--- src/window_top_edge_visibility_defines.svh ---
// Assertion macros for the window top edge visibility block
`ifndef WINDOW_TOP_EDGE_VISIBILITY_DEFINES_SVH
`define WINDOW_TOP_EDGE_VISIBILITY_DEFINES_SVH

// same-cycle implication
`define WTEV_ASSERT_IMP(lbl, ante, cons, msg) \
  lbl: assert property (@(posedge clk) disable iff (rst) (ante) |-> (cons)) else $error(msg);

// next-cycle implication
`define WTEV_ASSERT_NXT(lbl, ante, cons, msg) \
  lbl: assert property (@(posedge clk) disable iff (rst) (ante) |=> (cons)) else $error(msg);

`endif

--- src/wtev_pkg.sv ---
// Shared types and constants for the window top edge visibility block
package wtev_pkg;

  localparam int MAX_WINDOWS_DEF = 32;
  localparam int MIN_W_BITS      = 15;

  typedef struct packed {
    logic        [15:0] id;
    logic        [15:0] depth;
    logic signed [15:0] left;
    logic signed [15:0] top;
    logic signed [15:0] right;
    logic signed [15:0] bottom;
    logic        [3:0]  kind;
  } win_rec_t;

  typedef struct packed {
    logic               hit;
    logic signed [15:0] lo;
    logic signed [15:0] hi;
  } cover_t;

  typedef enum logic [1:0] {
    ST_IDLE,
    ST_SEL,
    ST_SWEEP,
    ST_EMIT
  } state_t;

endpackage

--- src/wtev_store.sv ---
// Window record memory, one write and one registered read port
module wtev_store import wtev_pkg::*; #(
  parameter int MAX_WINDOWS = MAX_WINDOWS_DEF,
  localparam int IW = (MAX_WINDOWS > 1) ? $clog2(MAX_WINDOWS) : 1
) (
  input  logic          clk,
  input  logic          we,
  input  logic [IW-1:0] waddr,
  input  win_rec_t      wdata,
  input  logic [IW-1:0] raddr,
  output win_rec_t      rdata
);

  win_rec_t mem [MAX_WINDOWS];

  always_ff @(posedge clk) begin
    if (we) begin
      mem[waddr] <= wdata;
    end
    rdata <= mem[raddr];
  end

endmodule

--- src/wtev_cover_unit.sv ---
// Compare unit: row cover test and clip of one stored window
module wtev_cover_unit import wtev_pkg::*; (
  input  win_rec_t           rec,
  input  logic signed [15:0] win_left,
  input  logic signed [15:0] win_top,
  input  logic signed [15:0] win_right,
  output cover_t             cov
);

  logic signed [15:0] cl;
  logic signed [15:0] cr;
  logic               rows;

  always_comb begin
    rows    = (rec.top <= win_top) && (rec.bottom > win_top);
    cl      = (rec.left > win_left) ? rec.left : win_left;
    cr      = (rec.right < win_right) ? rec.right : win_right;
    cov.hit = rows && (cl < cr);
    cov.lo  = cl;
    cov.hi  = cr;
  end

endmodule

--- src/wtev_ctrl.sv ---
// Sequencer: load, topmost selection, gap sweep passes and result issue
module wtev_ctrl import wtev_pkg::*; #(
  parameter int MAX_WINDOWS = MAX_WINDOWS_DEF,
  localparam int IW = (MAX_WINDOWS > 1) ? $clog2(MAX_WINDOWS) : 1,
  localparam int CW = $clog2(MAX_WINDOWS + 1)
) (
  input  logic                  clk,
  input  logic                  rst,
  input  logic                  start,
  input  logic                  in_last,
  input  logic                  cfg_valid,
  input  logic [MIN_W_BITS-1:0] cfg_data,
  output logic                  busy,
  output logic                  we,
  output logic [IW-1:0]         waddr,
  output logic [IW-1:0]         raddr,
  input  win_rec_t              rdata,
  input  cover_t                cov,
  output win_rec_t              cur_win,
  output logic                  res_valid,
  output logic                  res_edge,
  output logic signed [15:0]    res_left,
  output logic signed [15:0]    res_right,
  output logic                  res_last,
  output logic                  res_ovf
);

  localparam logic [CW-1:0] CAP = CW'(MAX_WINDOWS);

  state_t                  state, state_next;
  logic [CW-1:0]           count, count_next;
  logic                    dropped, dropped_next;
  logic [MIN_W_BITS-1:0]   min_w;
  logic [CW-1:0]           rd_k, rd_k_next;
  logic                    rd_v, rd_v_next;
  logic [IW-1:0]           rd_kd;
  logic [MAX_WINDOWS-1:0]  done, done_next;
  logic [CW-1:0]           out_i, out_i_next;
  logic                    have, have_next;
  win_rec_t                best, best_next;
  logic [IW-1:0]           best_idx, best_idx_next;
  logic signed [15:0]      cur, cur_next;
  logic signed [15:0]      bl, bl_next;
  logic signed [15:0]      br, br_next;
  logic signed [15:0]      mlo, mlo_next;
  logic signed [15:0]      ext, ext_next;
  logic                    any, any_next;
  logic                    has_cov, has_cov_next;
  logic                    pass_end;
  logic                    is_last;
  logic signed [16:0]      best_w;
  logic signed [16:0]      tail_w;
  logic signed [16:0]      gap_w;

  always_ff @(posedge clk) begin
    if (rst) begin
      state   <= ST_IDLE;
      count   <= '0;
      dropped <= 1'b0;
      min_w   <= '0;
      rd_v    <= 1'b0;
      done    <= '0;
    end else begin
      state   <= state_next;
      count   <= count_next;
      dropped <= dropped_next;
      rd_v    <= rd_v_next;
      done    <= done_next;
      if (cfg_valid) begin
        min_w <= cfg_data;
      end
    end
  end

  always_ff @(posedge clk) begin
    rd_k     <= rd_k_next;
    rd_kd    <= rd_k[IW-1:0];
    out_i    <= out_i_next;
    have     <= have_next;
    best     <= best_next;
    best_idx <= best_idx_next;
    cur      <= cur_next;
    bl       <= bl_next;
    br       <= br_next;
    mlo      <= mlo_next;
    ext      <= ext_next;
    any      <= any_next;
    has_cov  <= has_cov_next;
  end

  always_comb begin
    pass_end = (rd_k == count) && !rd_v;
    is_last  = ((out_i + CW'(1)) == count);
    best_w   = 17'(br) - 17'(bl);
    tail_w   = 17'(best.right) - 17'(cur);
    gap_w    = 17'(mlo) - 17'(cur);
  end

  always_comb begin
    state_next    = state;
    count_next    = count;
    dropped_next  = dropped;
    rd_k_next     = rd_k;
    rd_v_next     = 1'b0;
    done_next     = done;
    out_i_next    = out_i;
    have_next     = have;
    best_next     = best;
    best_idx_next = best_idx;
    cur_next      = cur;
    bl_next       = bl;
    br_next       = br;
    mlo_next      = mlo;
    ext_next      = ext;
    any_next      = any;
    has_cov_next  = has_cov;
    we            = 1'b0;

    if ((state == ST_SEL) || (state == ST_SWEEP)) begin
      if (rd_k < count) begin
        rd_k_next = rd_k + CW'(1);
        rd_v_next = 1'b1;
      end
    end

    unique case (state)
      ST_IDLE: begin
        if (start) begin
          if (count < CAP) begin
            we         = 1'b1;
            count_next = count + CW'(1);
          end else begin
            dropped_next = 1'b1;
          end
          if (in_last) begin
            state_next = ST_SEL;
            rd_k_next  = '0;
            have_next  = 1'b0;
            done_next  = '0;
            out_i_next = '0;
          end
        end
      end
      ST_SEL: begin
        if (rd_v && !done[rd_kd] && (!have || (rdata.depth > best.depth))) begin
          best_next     = rdata;
          best_idx_next = rd_kd;
          have_next     = 1'b1;
        end
        if (pass_end) begin
          state_next   = ST_SWEEP;
          rd_k_next    = '0;
          cur_next     = best.left;
          bl_next      = best.left;
          br_next      = best.left;
          ext_next     = best.left;
          any_next     = 1'b0;
          has_cov_next = 1'b0;
        end
      end
      ST_SWEEP: begin
        if (rd_v && done[rd_kd] && cov.hit && (cov.hi > cur)) begin
          any_next = 1'b1;
          if (!any || (cov.lo < mlo)) begin
            mlo_next = cov.lo;
          end
          if ((cov.lo <= cur) && (cov.hi > ext)) begin
            ext_next = cov.hi;
          end
        end
        if (pass_end) begin
          rd_k_next = '0;
          any_next  = 1'b0;
          if (!any) begin
            state_next = ST_EMIT;
            if (!has_cov) begin
              bl_next = best.left;
              br_next = best.right;
            end else if (tail_w > best_w) begin
              bl_next = cur;
              br_next = best.right;
            end
          end else begin
            has_cov_next = 1'b1;
            if (mlo > cur) begin
              if (gap_w > best_w) begin
                bl_next = cur;
                br_next = mlo;
              end
              cur_next = mlo;
              ext_next = mlo;
            end else begin
              cur_next = ext;
            end
          end
        end
      end
      ST_EMIT: begin
        done_next[best_idx] = 1'b1;
        out_i_next          = out_i + CW'(1);
        have_next           = 1'b0;
        rd_k_next           = '0;
        if (is_last) begin
          state_next   = ST_IDLE;
          count_next   = '0;
          dropped_next = 1'b0;
        end else begin
          state_next = ST_SEL;
        end
      end
      default: state_next = ST_IDLE;
    endcase
  end

  assign busy      = (state != ST_IDLE);
  assign waddr     = count[IW-1:0];
  assign raddr     = rd_k[IW-1:0];
  assign cur_win   = best;
  assign res_valid = (state == ST_EMIT);
  assign res_edge  = (best_w >= $signed({2'b00, min_w}));
  assign res_left  = bl;
  assign res_right = br;
  assign res_last  = is_last;
  assign res_ovf   = is_last && dropped;

endmodule

--- src/window_top_edge_visibility.sv ---
// Top level of the window top edge visibility block
//
//  channel   signals                          transaction
//  input     start / busy, window fields      start && !busy
//  config    cfg_valid / cfg_ready, cfg_data  cfg_valid && cfg_ready
//  result    result_valid, result fields      result_valid (one cycle)
//
// Loading accepts one window per cycle while idle. On the last window, for
// each stored window it picks the topmost remaining one in a pass over the
// record memory, then runs P sweep passes over it (P <= 2*covers+1) and
// issues one result; the single memory read port serves every pass.
// Reset is synchronous; the result side cannot stall, busy holds start off.
`include "window_top_edge_visibility_defines.svh"

module window_top_edge_visibility import wtev_pkg::*; #(
  parameter int MAX_WINDOWS = MAX_WINDOWS_DEF
) (
  input  logic                  clk,
  input  logic                  rst,
  input  logic                  start,
  output logic                  busy,
  input  logic [15:0]           window_id,
  input  logic [15:0]           depth_z,
  input  logic signed [15:0]    rect_left,
  input  logic signed [15:0]    rect_top,
  input  logic signed [15:0]    rect_right,
  input  logic signed [15:0]    rect_bottom,
  input  logic [3:0]            window_kind,
  input  logic                  last_window,
  input  logic                  cfg_valid,
  output logic                  cfg_ready,
  input  logic [MIN_W_BITS-1:0] cfg_data,
  output logic                  result_valid,
  output logic                  has_edge,
  output logic [15:0]           owner_window,
  output logic signed [15:0]    edge_y,
  output logic signed [15:0]    edge_left,
  output logic signed [15:0]    edge_right,
  output logic [3:0]            edge_kind,
  output logic [15:0]           z_order,
  output logic                  last_result,
  output logic                  overflow
);

  localparam int IW = (MAX_WINDOWS > 1) ? $clog2(MAX_WINDOWS) : 1;

  win_rec_t      in_rec;
  win_rec_t      rdata;
  win_rec_t      cur_win;
  cover_t        cov;
  logic          we;
  logic [IW-1:0] waddr;
  logic [IW-1:0] raddr;

  assign in_rec = '{id: window_id, depth: depth_z, left: rect_left, top: rect_top,
                    right: rect_right, bottom: rect_bottom, kind: window_kind};
  assign cfg_ready = 1'b1;

  wtev_store #(.MAX_WINDOWS(MAX_WINDOWS)) u_store (
    .clk   (clk),
    .we    (we),
    .waddr (waddr),
    .wdata (in_rec),
    .raddr (raddr),
    .rdata (rdata)
  );

  wtev_cover_unit u_cover (
    .rec       (rdata),
    .win_left  (cur_win.left),
    .win_top   (cur_win.top),
    .win_right (cur_win.right),
    .cov       (cov)
  );

  wtev_ctrl #(.MAX_WINDOWS(MAX_WINDOWS)) u_ctrl (
    .clk       (clk),
    .rst       (rst),
    .start     (start),
    .in_last   (last_window),
    .cfg_valid (cfg_valid),
    .cfg_data  (cfg_data),
    .busy      (busy),
    .we        (we),
    .waddr     (waddr),
    .raddr     (raddr),
    .rdata     (rdata),
    .cov       (cov),
    .cur_win   (cur_win),
    .res_valid (result_valid),
    .res_edge  (has_edge),
    .res_left  (edge_left),
    .res_right (edge_right),
    .res_last  (last_result),
    .res_ovf   (overflow)
  );

  assign owner_window = cur_win.id;
  assign edge_y       = cur_win.top;
  assign edge_kind    = cur_win.kind;
  assign z_order      = cur_win.depth;

  `WTEV_ASSERT_IMP(a_res_busy, result_valid, busy, "result while idle")
  `WTEV_ASSERT_IMP(a_ovf_last, result_valid && overflow, last_result, "overflow off last")
  `WTEV_ASSERT_NXT(a_last_idle, result_valid && last_result, !busy, "no idle after set")
  `WTEV_ASSERT_NXT(a_set_busy, start && !busy && last_window, busy, "set end not taken")

endmodule
--- config.mk ---
export PLATFORM = sky130hd
export DESIGN_NAME = window_top_edge_visibility
export DESIGN_NICKNAME = d
export VERILOG_FILES = /design/src/wtev_pkg.sv /design/src/wtev_store.sv /design/src/wtev_cover_unit.sv /design/src/wtev_ctrl.sv /design/src/window_top_edge_visibility.sv
export VERILOG_INCLUDE_DIRS = /design/src /design/src/src
export SDC_FILE = /design/constraint.sdc
export NUM_CORES = 2
export LEC_CHECK = 0
export BUFFER_PORTS_ARGS = -buffer_cell sky130_fd_sc_hd__buf_2
export CORE_ASPECT_RATIO = 0.9
export CORE_MARGIN = 4
export CORE_UTILIZATION = 55
export CTS_CLUSTER_DIAMETER = 30
export DETAILED_ROUTE_END_ITERATION = 16
export PLACE_DENSITY_LB_ADDON = 0.1
export SETUP_SLACK_MARGIN = 0.05
export SLEW_MARGIN = 30
export SYNTH_ARGS = -nofsm -noshare
export SYNTH_HDL_FRONTEND = slang
export SYNTH_SLANG_ARGS = --single-unit
--- constraint.sdc ---
create_clock -name clk -period 6.5 [get_ports clk]
set_input_delay 0.65 -clock clk [delete_from_list [all_inputs] [get_ports clk]]
set_output_delay 0.65 -clock clk [all_outputs]
set_load 0.01 [all_outputs]
; ---- Word level (Yosys, flattened, before mapping)
; Memories as Yosys holds them, arrays and structs flattened. A register that Yosys moved wholly into a read port is not among the register bits.
; Cells that the tools add are included.
[word_totals]
register_bits = 246
in_bits = 120
mem_bits_rw = 3200
mem_count = 1
out_inout_bits = 90
[mem_list]
columns = memory, words, word_bits, rd, rd_clocked_by_memory_dff, wr, line
row1 = u_store.mem, 32, 100, 1, 1, 1, wtev_store.sv:14  ; win_rec_t mem [MAX_WINDOWS];
[op_classes]
n_mux = 75
n_eq_ne = 19
n_lt_le_gt_ge = 19
bitwise_logic = 2
reduce_logical = 36
addsub = 6
[ops]
columns = op, count
row1 = 16-bit two-way mux, 23
row2 = 16-bit case mux with 2 select lines, 4
row3 = 16-bit greater-than comparator, 6
row4 = 32-bit two-way mux, 2
row5 = 32-bit case mux with 2 select lines, 1
row6 = 6-bit two-way mux, 10
row7 = 16-bit by 16-bit subtractor with 17-bit output, 3
row8 = 16-bit < comparator, 3
row9 = 17-bit greater-than comparator, 2
row10 = 16-bit <= comparator, 2
row11 = 32-bit OR, 1
row12 = 6-bit case mux with 2 select lines, 2
row13 = 1-bit two-way mux, 20
row14 = "6-bit by 1-bit adder with 6-bit output, second input constant", 3
row15 = 6-bit case mux with 3 select lines, 1
row16 = 17-bit by 16-bit >= comparator with 1-bit output, 1
row17 = 4-bit AND reduction, 4
row18 = 6-bit == test, 2
row19 = "5-bit by 6-bit < comparator with 1-bit output, second input constant", 2
row20 = 1-bit logical AND, 11
row21 = 2-bit two-way mux, 5
row22 = "2-bit by 1-bit inequality test with 1-bit output, second input constant", 5
row23 = "2-bit inequality test, second input constant", 5
row24 = 3-bit AND reduction, 3
row25 = other kinds (23), 36

; ---- Depth between registers and ports, before layout
[logic_depth]
ltp_word = 11
mapped_depth = 22

; ---- Modules after synthesis
; A second synthesis with hierarchy kept.
[hier_totals]
cells_unflattened = 7744
hier_area_um2 = 141881.1
[modules_own_cells]
columns = module, seq_area_each_um2, area_per_inst_um2, cells_per_inst, n_inst
row1 = wtev_store, 98094.1, 123514.7, 5817, 1
row2 = wtev_ctrl, 7186.9, 15990.3, 1582, 1
row3 = wtev_cover_unit, 0.0, 2364.8, 343, 1
row4 = window_top_edge_visibility, 0.0, 11.3, 2, 1

; ---- Least setup slack after synthesis
; No wires, ideal clock.
[synth_path]
path_type = flip-flop to flip-flop
from = register u_ctrl.rd_kd[0]
to = register u_ctrl.best_idx[0], enable pin
slack_ns = 0.368
setup_time_ns = 0.537
n_path_buf = 1
t_arrival_ns = 5.595
stages_incl_launch_ff = 7
path_cell_list = dfxtp_1 > buf_6 > mux4_1 > mux4_2 > a211oi_2 > nand3_1 > nor2_1
[synth_via]
elab_chain_cells = 6
[synth_lines]
columns = element, line
row1 = "start, declared", wtev_ctrl.sv:36  ; logic [IW-1:0] rd_kd;
row2 = "start signal, assigned", wtev_ctrl.sv:77  ; rd_kd <= rd_k[IW-1:0];
row3 = 1-bit binary-select mux with 5-bit select, wtev_ctrl.sv:145  ; if (rd_v && !done[rd_kd] && (!have || (rdata.depth > best.depth))) begin
row4 = 1-bit two-way mux (implied by the code), wtev_ctrl.sv:145
row5 = 1-bit zero test, wtev_ctrl.sv:145
row6 = 1-bit logical AND (2 in series), wtev_ctrl.sv:145
row7 = 2-bit AND reduction (no line), n/a
row8 = "end signal, assigned", wtev_ctrl.sv:81  ; best_idx <= best_idx_next;
row9 = "end, declared", wtev_ctrl.sv:41  ; logic [IW-1:0] best_idx, best_idx_next;
; No other way between the ends. The select of a mux whose other input is x is not followed.
; A chain may end at the register's enable or synchronous reset.

; ---- Worst setup path in the final report
[layout_path]
from = register u_ctrl.best, in the netlist u_ctrl.cur_win[35]
to = register u_ctrl.ext[8] (data pin)
[layout_via]
elab_chain_cells = 11
[layout_lines]
columns = element, line
row1 = "start, declared", wtev_ctrl.sv:40  ; win_rec_t best, best_next;
row2 = "start signal, assigned", wtev_ctrl.sv:80  ; best <= best_next;
row3 = 16-bit < comparator, wtev_cover_unit.sv:17  ; cr = (rec.right < win_right) ? rec.right : win_right;
row4 = 16-bit two-way mux *, wtev_cover_unit.sv:17
row5 = 16-bit < comparator, wtev_cover_unit.sv:18  ; cov.hit = rows && (cl < cr);
row6 = 1-bit logical AND, wtev_cover_unit.sv:18
row7 = 1-bit logical AND (2 in series), wtev_ctrl.sv:162  ; if (rd_v && done[rd_kd] && cov.hit && (cov.hi > cur)) begin
row8 = 16-bit two-way mux *, wtev_ctrl.sv:162
row9 = 16-bit two-way mux, wtev_ctrl.sv:185  ; if (mlo > cur) begin
row10 = 16-bit two-way mux, wtev_ctrl.sv:174  ; if (!any) begin
row11 = 16-bit two-way mux *, wtev_ctrl.sv:171  ; if (pass_end) begin
row12 = 16-bit case mux with 2 select lines *, wtev_ctrl.sv:126  ; unique case (state)
row13 = named net u_ctrl.ext_next[8], wtev_ctrl.sv:46  ; logic signed [15:0] ext, ext_next;
row14 = "end signal, assigned", wtev_ctrl.sv:86  ; ext <= ext_next;
row15 = "end, declared", wtev_ctrl.sv:46
; The timed path passes the listed nets; every way through them passes the cells marked *.

==> results_dict.tcl <==
set metrics [dict create \
    crit_fanout 16 \
    endpoint_kind "register" \
    synth_area_um2 141200 \
    wl_um 377300 \
    synth_ff_type "edfxtp_1" \
    cp.required_ns 7.08 \
    num_rows 176 \
    cts_max_path_buffers 4 \
    port_buffers 208 \
    fp.dieW_um 542.1 \
    finalSetupViolations 0 \
    routed_via_density 6.467 \
    hold_ws_ns 0.2181 \
    fin_crit_ns 5.954 \
    cts_buffers 604 \
    worst_path_dominant_cell_family "simple AND/OR/NAND/NOR gates" \
    ys_ff_latch 3546 \
    hold_class "in2reg" \
    ant_nets 0 \
    clk_latency_ns 0.92 \
    overflow 0 \
    clk_pin_slew_worst_paths_ns 0.05 \
    syn_nets 7030 \
    place_congestion 0.9480 \
    n_fill_cell 16550 \
    pwr-share-comb 0.184 \
    finalHoldViolations 0 \
    multi_input_area_um2 34370 \
    whs_endpoint "u_ctrl.min_w[0]" \
    pre_cts_ws_ns 0.7251 \
    fmax_ghz 0.1680 \
    core_area_um2 255400 \
    slowest_stage "nor2_1" \
    worstMarginPinSlew_ns 1.103 \
    hpwl_um 193900 \
    postSynth.asyncResetShare 0 \
    drtIter0Drc 8897 \
    setup_tns_ns 0 \
    startpoint_type "register" \
    grt_util_all_layers 0.2854 \
    status "complete, no violations" \
    fin_ws_ns 0.5462 \
    die_h_um 488.7 \
    seqCellArea_um2 104800 \
    rsz0062_at_grt "false" \
    area_delta_synth_final_pct 19.02 \
    crit_chain "inv_1 -> ha_1 -> nand4_1 -> a211oi_1 -> or3_1 -> nor2b_1 -> nor2_1 -> buf_4 -> mux2_2 -> ha_1 -> nand4_1 -> nor4_1 -> nor2b_1 -> nor3_1 -> nand4_1 -> o221ai_1 -> a211oi_2 -> nand4_4 -> mux2i_1 -> o221ai_1" \
    clock-sinks 3546 \
    netSwitchingFraction 0.2598 \
    crit_path_max_incr_delay_ns 0.53 \
    whs_path_depth 2 \
    crit_type "reg2reg" \
    cts_tree "done" \
    drive_gt1_frac 0.3199 \
    cts_setup_buffers 0 \
    fin_crit_sh 0.9160 \
    grt_max_degree 145 \
    reg2reg_from "u_ctrl.cur_win[35]" \
    htree_num_levels 6 \
    synthCells 6640 \
    reg2regPathDepth 20 \
    ys_types 79 \
    dr_total_vias 72150 \
    worstPathArrival_ns 6.54 \
    cap_violations 0 \
    antenna_found_initial 60 \
    fin_nets 7651 \
    skew_ns 0.04620 \
    pwr-share-seq 0.371 \
    ioPinCount 210 \
    syn_avg_cell_area_um2 21.26 \
    cts_root_buf "clkbuf_16" \
    die_area_um2 264900 \
    synth_edf_count 3378 \
    rrSetupSlack_ns 0.55 \
    power_switching_w 0.01878 \
    dr.pass1.iters 6 \
    r2r-end "u_ctrl.ext[8]" \
    p_int_w 0.05351 \
    p_per_area_nw_per_um2 430.2 \
    crit_top_cell "nand4_1" \
    synth_warnings 0 \
    path_buf_inv 2 \
    drc 0 \
    ys_seq_area_frac 0.7422 \
    slew_headroom 0.2644 \
    start_util 0.5527 \
    drv_slew 0 \
    worstHoldStart "rst" \
    first_global_vias 71900 \
    grt_pass1_wl_um 535200 \
    power_leakage_nw 54.76 \
    p_clk_frac 0.445 \
    routedWlPerCell_um 33.82 \
    peakVddDrop_v 0.0003409 \
]
==> cells in the mapped netlist (10+ instances only) <==
cell | instances | share of area
a31oi_1 | 10 | 0.00044
buf_1 | 47 | 0.0012
dfxtp_1 | 168 | 0.024
mux2i_1 | 116 | 0.0082
o21a_1 | 21 | 0.0011
xnor2_1 | 36 | 0.0022
nand3_1 | 43 | 0.0015
o22ai_1 | 10 | 0.00044
xor2_1 | 18 | 0.0011
ha_1 | 267 | 0.024
o311a_1 | 17 | 0.0012
mux4_2 | 971 | 0.15
a211oi_1 | 13 | 0.00069
nor2b_1 | 43 | 0.0019
nand4_1 | 39 | 0.0017
nand2b_1 | 36 | 0.0016
inv_1 | 213 | 0.0057
o221ai_1 | 45 | 0.0028
nand2_1 | 99 | 0.0026
mux2_2 | 127 | 0.010
or3_1 | 24 | 0.0011
buf_4 | 53 | 0.0028
buf_2 | 14 | 0.00050
nor3_1 | 25 | 0.00089
edfxtp_1 | 3378 | 0.72
a21o_1 | 46 | 0.0024
nor2_1 | 198 | 0.0053
a21oi_1 | 134 | 0.0047
o21ai_0 | 81 | 0.0029
clkbuf_1 | 224 | 0.0060
==> final cells by class <==
class	instances	share of cell area
multi-input combinational	2538	0.2045
clock buffer	702	0.09524
sequential	3546	0.6237
antenna	19	0.0002829
tap	3382	0.02518
clock inverter	398	0.02885
inverter	215	0.004802
timing repair buffer	356	0.01739
==> power by group through the flow <==
stage / logic (W) / clock network, W / registers (W)
after floorplan: 0.00949 / 0 / 0.0270
after global placement: 0.0132 / 0 / 0.0272
after detailed placement: 0.0133 / 0 / 0.0273
after CTS: 0.0134 / 0.0325 / 0.0268
after global routing: 0.0145 / 0.0337 / 0.0269
final: 0.0133 / 0.0321 / 0.0269
==> state kept, by name, indices dropped and copies added (netlist names), 32 cells and up <==
name and cells:
u_store.mem 3200, u_ctrl.cur_win 84, u_ctrl.done 32, u_store.rdata 100
==> worst max path at each step <==
stage / start / end / slack (ns) / cells past startpoint
6_report: u_ctrl.cur_win[35] / u_ctrl.ext[8] / 0.55 / 20
5_1_grt: u_ctrl.cur_win[30] / u_ctrl.ext[8] / 0.31 / 20
4_1_cts: u_ctrl.cur_win[35] / u_ctrl.ext[8] / 0.66 / 20
3_5_place_dp: u_ctrl.cur_win[35] / u_ctrl.ext[8] / 0.73 / 20
3_3_place_gp: u_ctrl.cur_win[35] / u_ctrl.ext[11] / 0.89 / 20
2_1_floorplan: u_ctrl.rd_kd[0] / u_ctrl.best_idx[0] / 0.37 / 6
==> cell usage in the layout, fill, tap and decap left out, types with 15 or more instances in the layout <==
master,synthesis,routed
nand3_1,43,43
a21oi_1,134,134
mux4_2,971,971
clkbuf_1,224,66
buf_2,14,208
buf_4,53,76
xnor2_1,36,36
mux2_2,127,127
nand2_1,99,98
o221ai_1,45,45
o21ai_0,81,80
clkbuf_16,0,622
inv_1,213,213
dfxtp_1,168,163
inv_6,0,47
xor2_1,18,18
a21o_1,46,46
buf_12,0,51
diode_2,0,19
nor2_4,0,33
nand2b_1,36,36
bufinv_16,0,87
o311a_1,17,17
nor3_1,25,24
mux2i_1,116,116
clkinvlp_4,0,57
dlygate4sd3_1,0,15
ha_1,267,266
edfxtp_1,3378,3378
clkinv_4,0,33
clkinv_1,2,56
nand4_1,39,39
clkinv_2,0,97
nor2b_1,43,42
nor2_1,198,165
or3_1,24,24
o21a_1,21,21
==> stage by stage <==
stage | instances | util | total power (W) | cell area [µm²]
6_report | 11160 | 0.6579 | 0.07230 | 168100
5_1_grt | 11140 | 0.6577 | 0.07512 | 168000
2_1_floorplan | 6640 | - | 0.03644 | 141200
3_5_place_dp | 10020 | 0.5753 | 0.04058 | 147000
3_3_place_gp | 10020 | 0.5748 | 0.04038 | 146800
4_1_cts | 11140 | 0.6576 | 0.07276 | 168000
==> cell families (layout without fill, tap and decap cells) <==
logic type	count (synthesis)	after routing	synth area share
and+or+nand+nor	545	545	0.01858
DFF	3546	3546	0.7422
buffers and inverters	556	1671	0.01643
xor gates and xnor gates	54	54	0.003350
muxes	1216	1216	0.1735
other	1	20	0.00002656
AOI/OAI and AO/OA	452	452	0.02176
adders and majority gates	270	270	0.02409
==> layer usage <==
metal / vias up / global-route usage / part of all wire
met2: 3659 / 0.4253 / 0.46
met4: 32 / 0.08044 / 0.029
met5: - / 0 / 0.00058
met1: 38670 / 0.4351 / 0.42
li1: 29140 / - / -
met3: 645 / 0.05847 / 0.090
==> timing repair <==
action | 4_1_cts | 5_1_grt
gates resized for setup | 0 | 0
hold endpoints to repair | 15 | 0
hold buffers | 15 | 0
No activity file was read; power rests on OpenSTA's default activity.
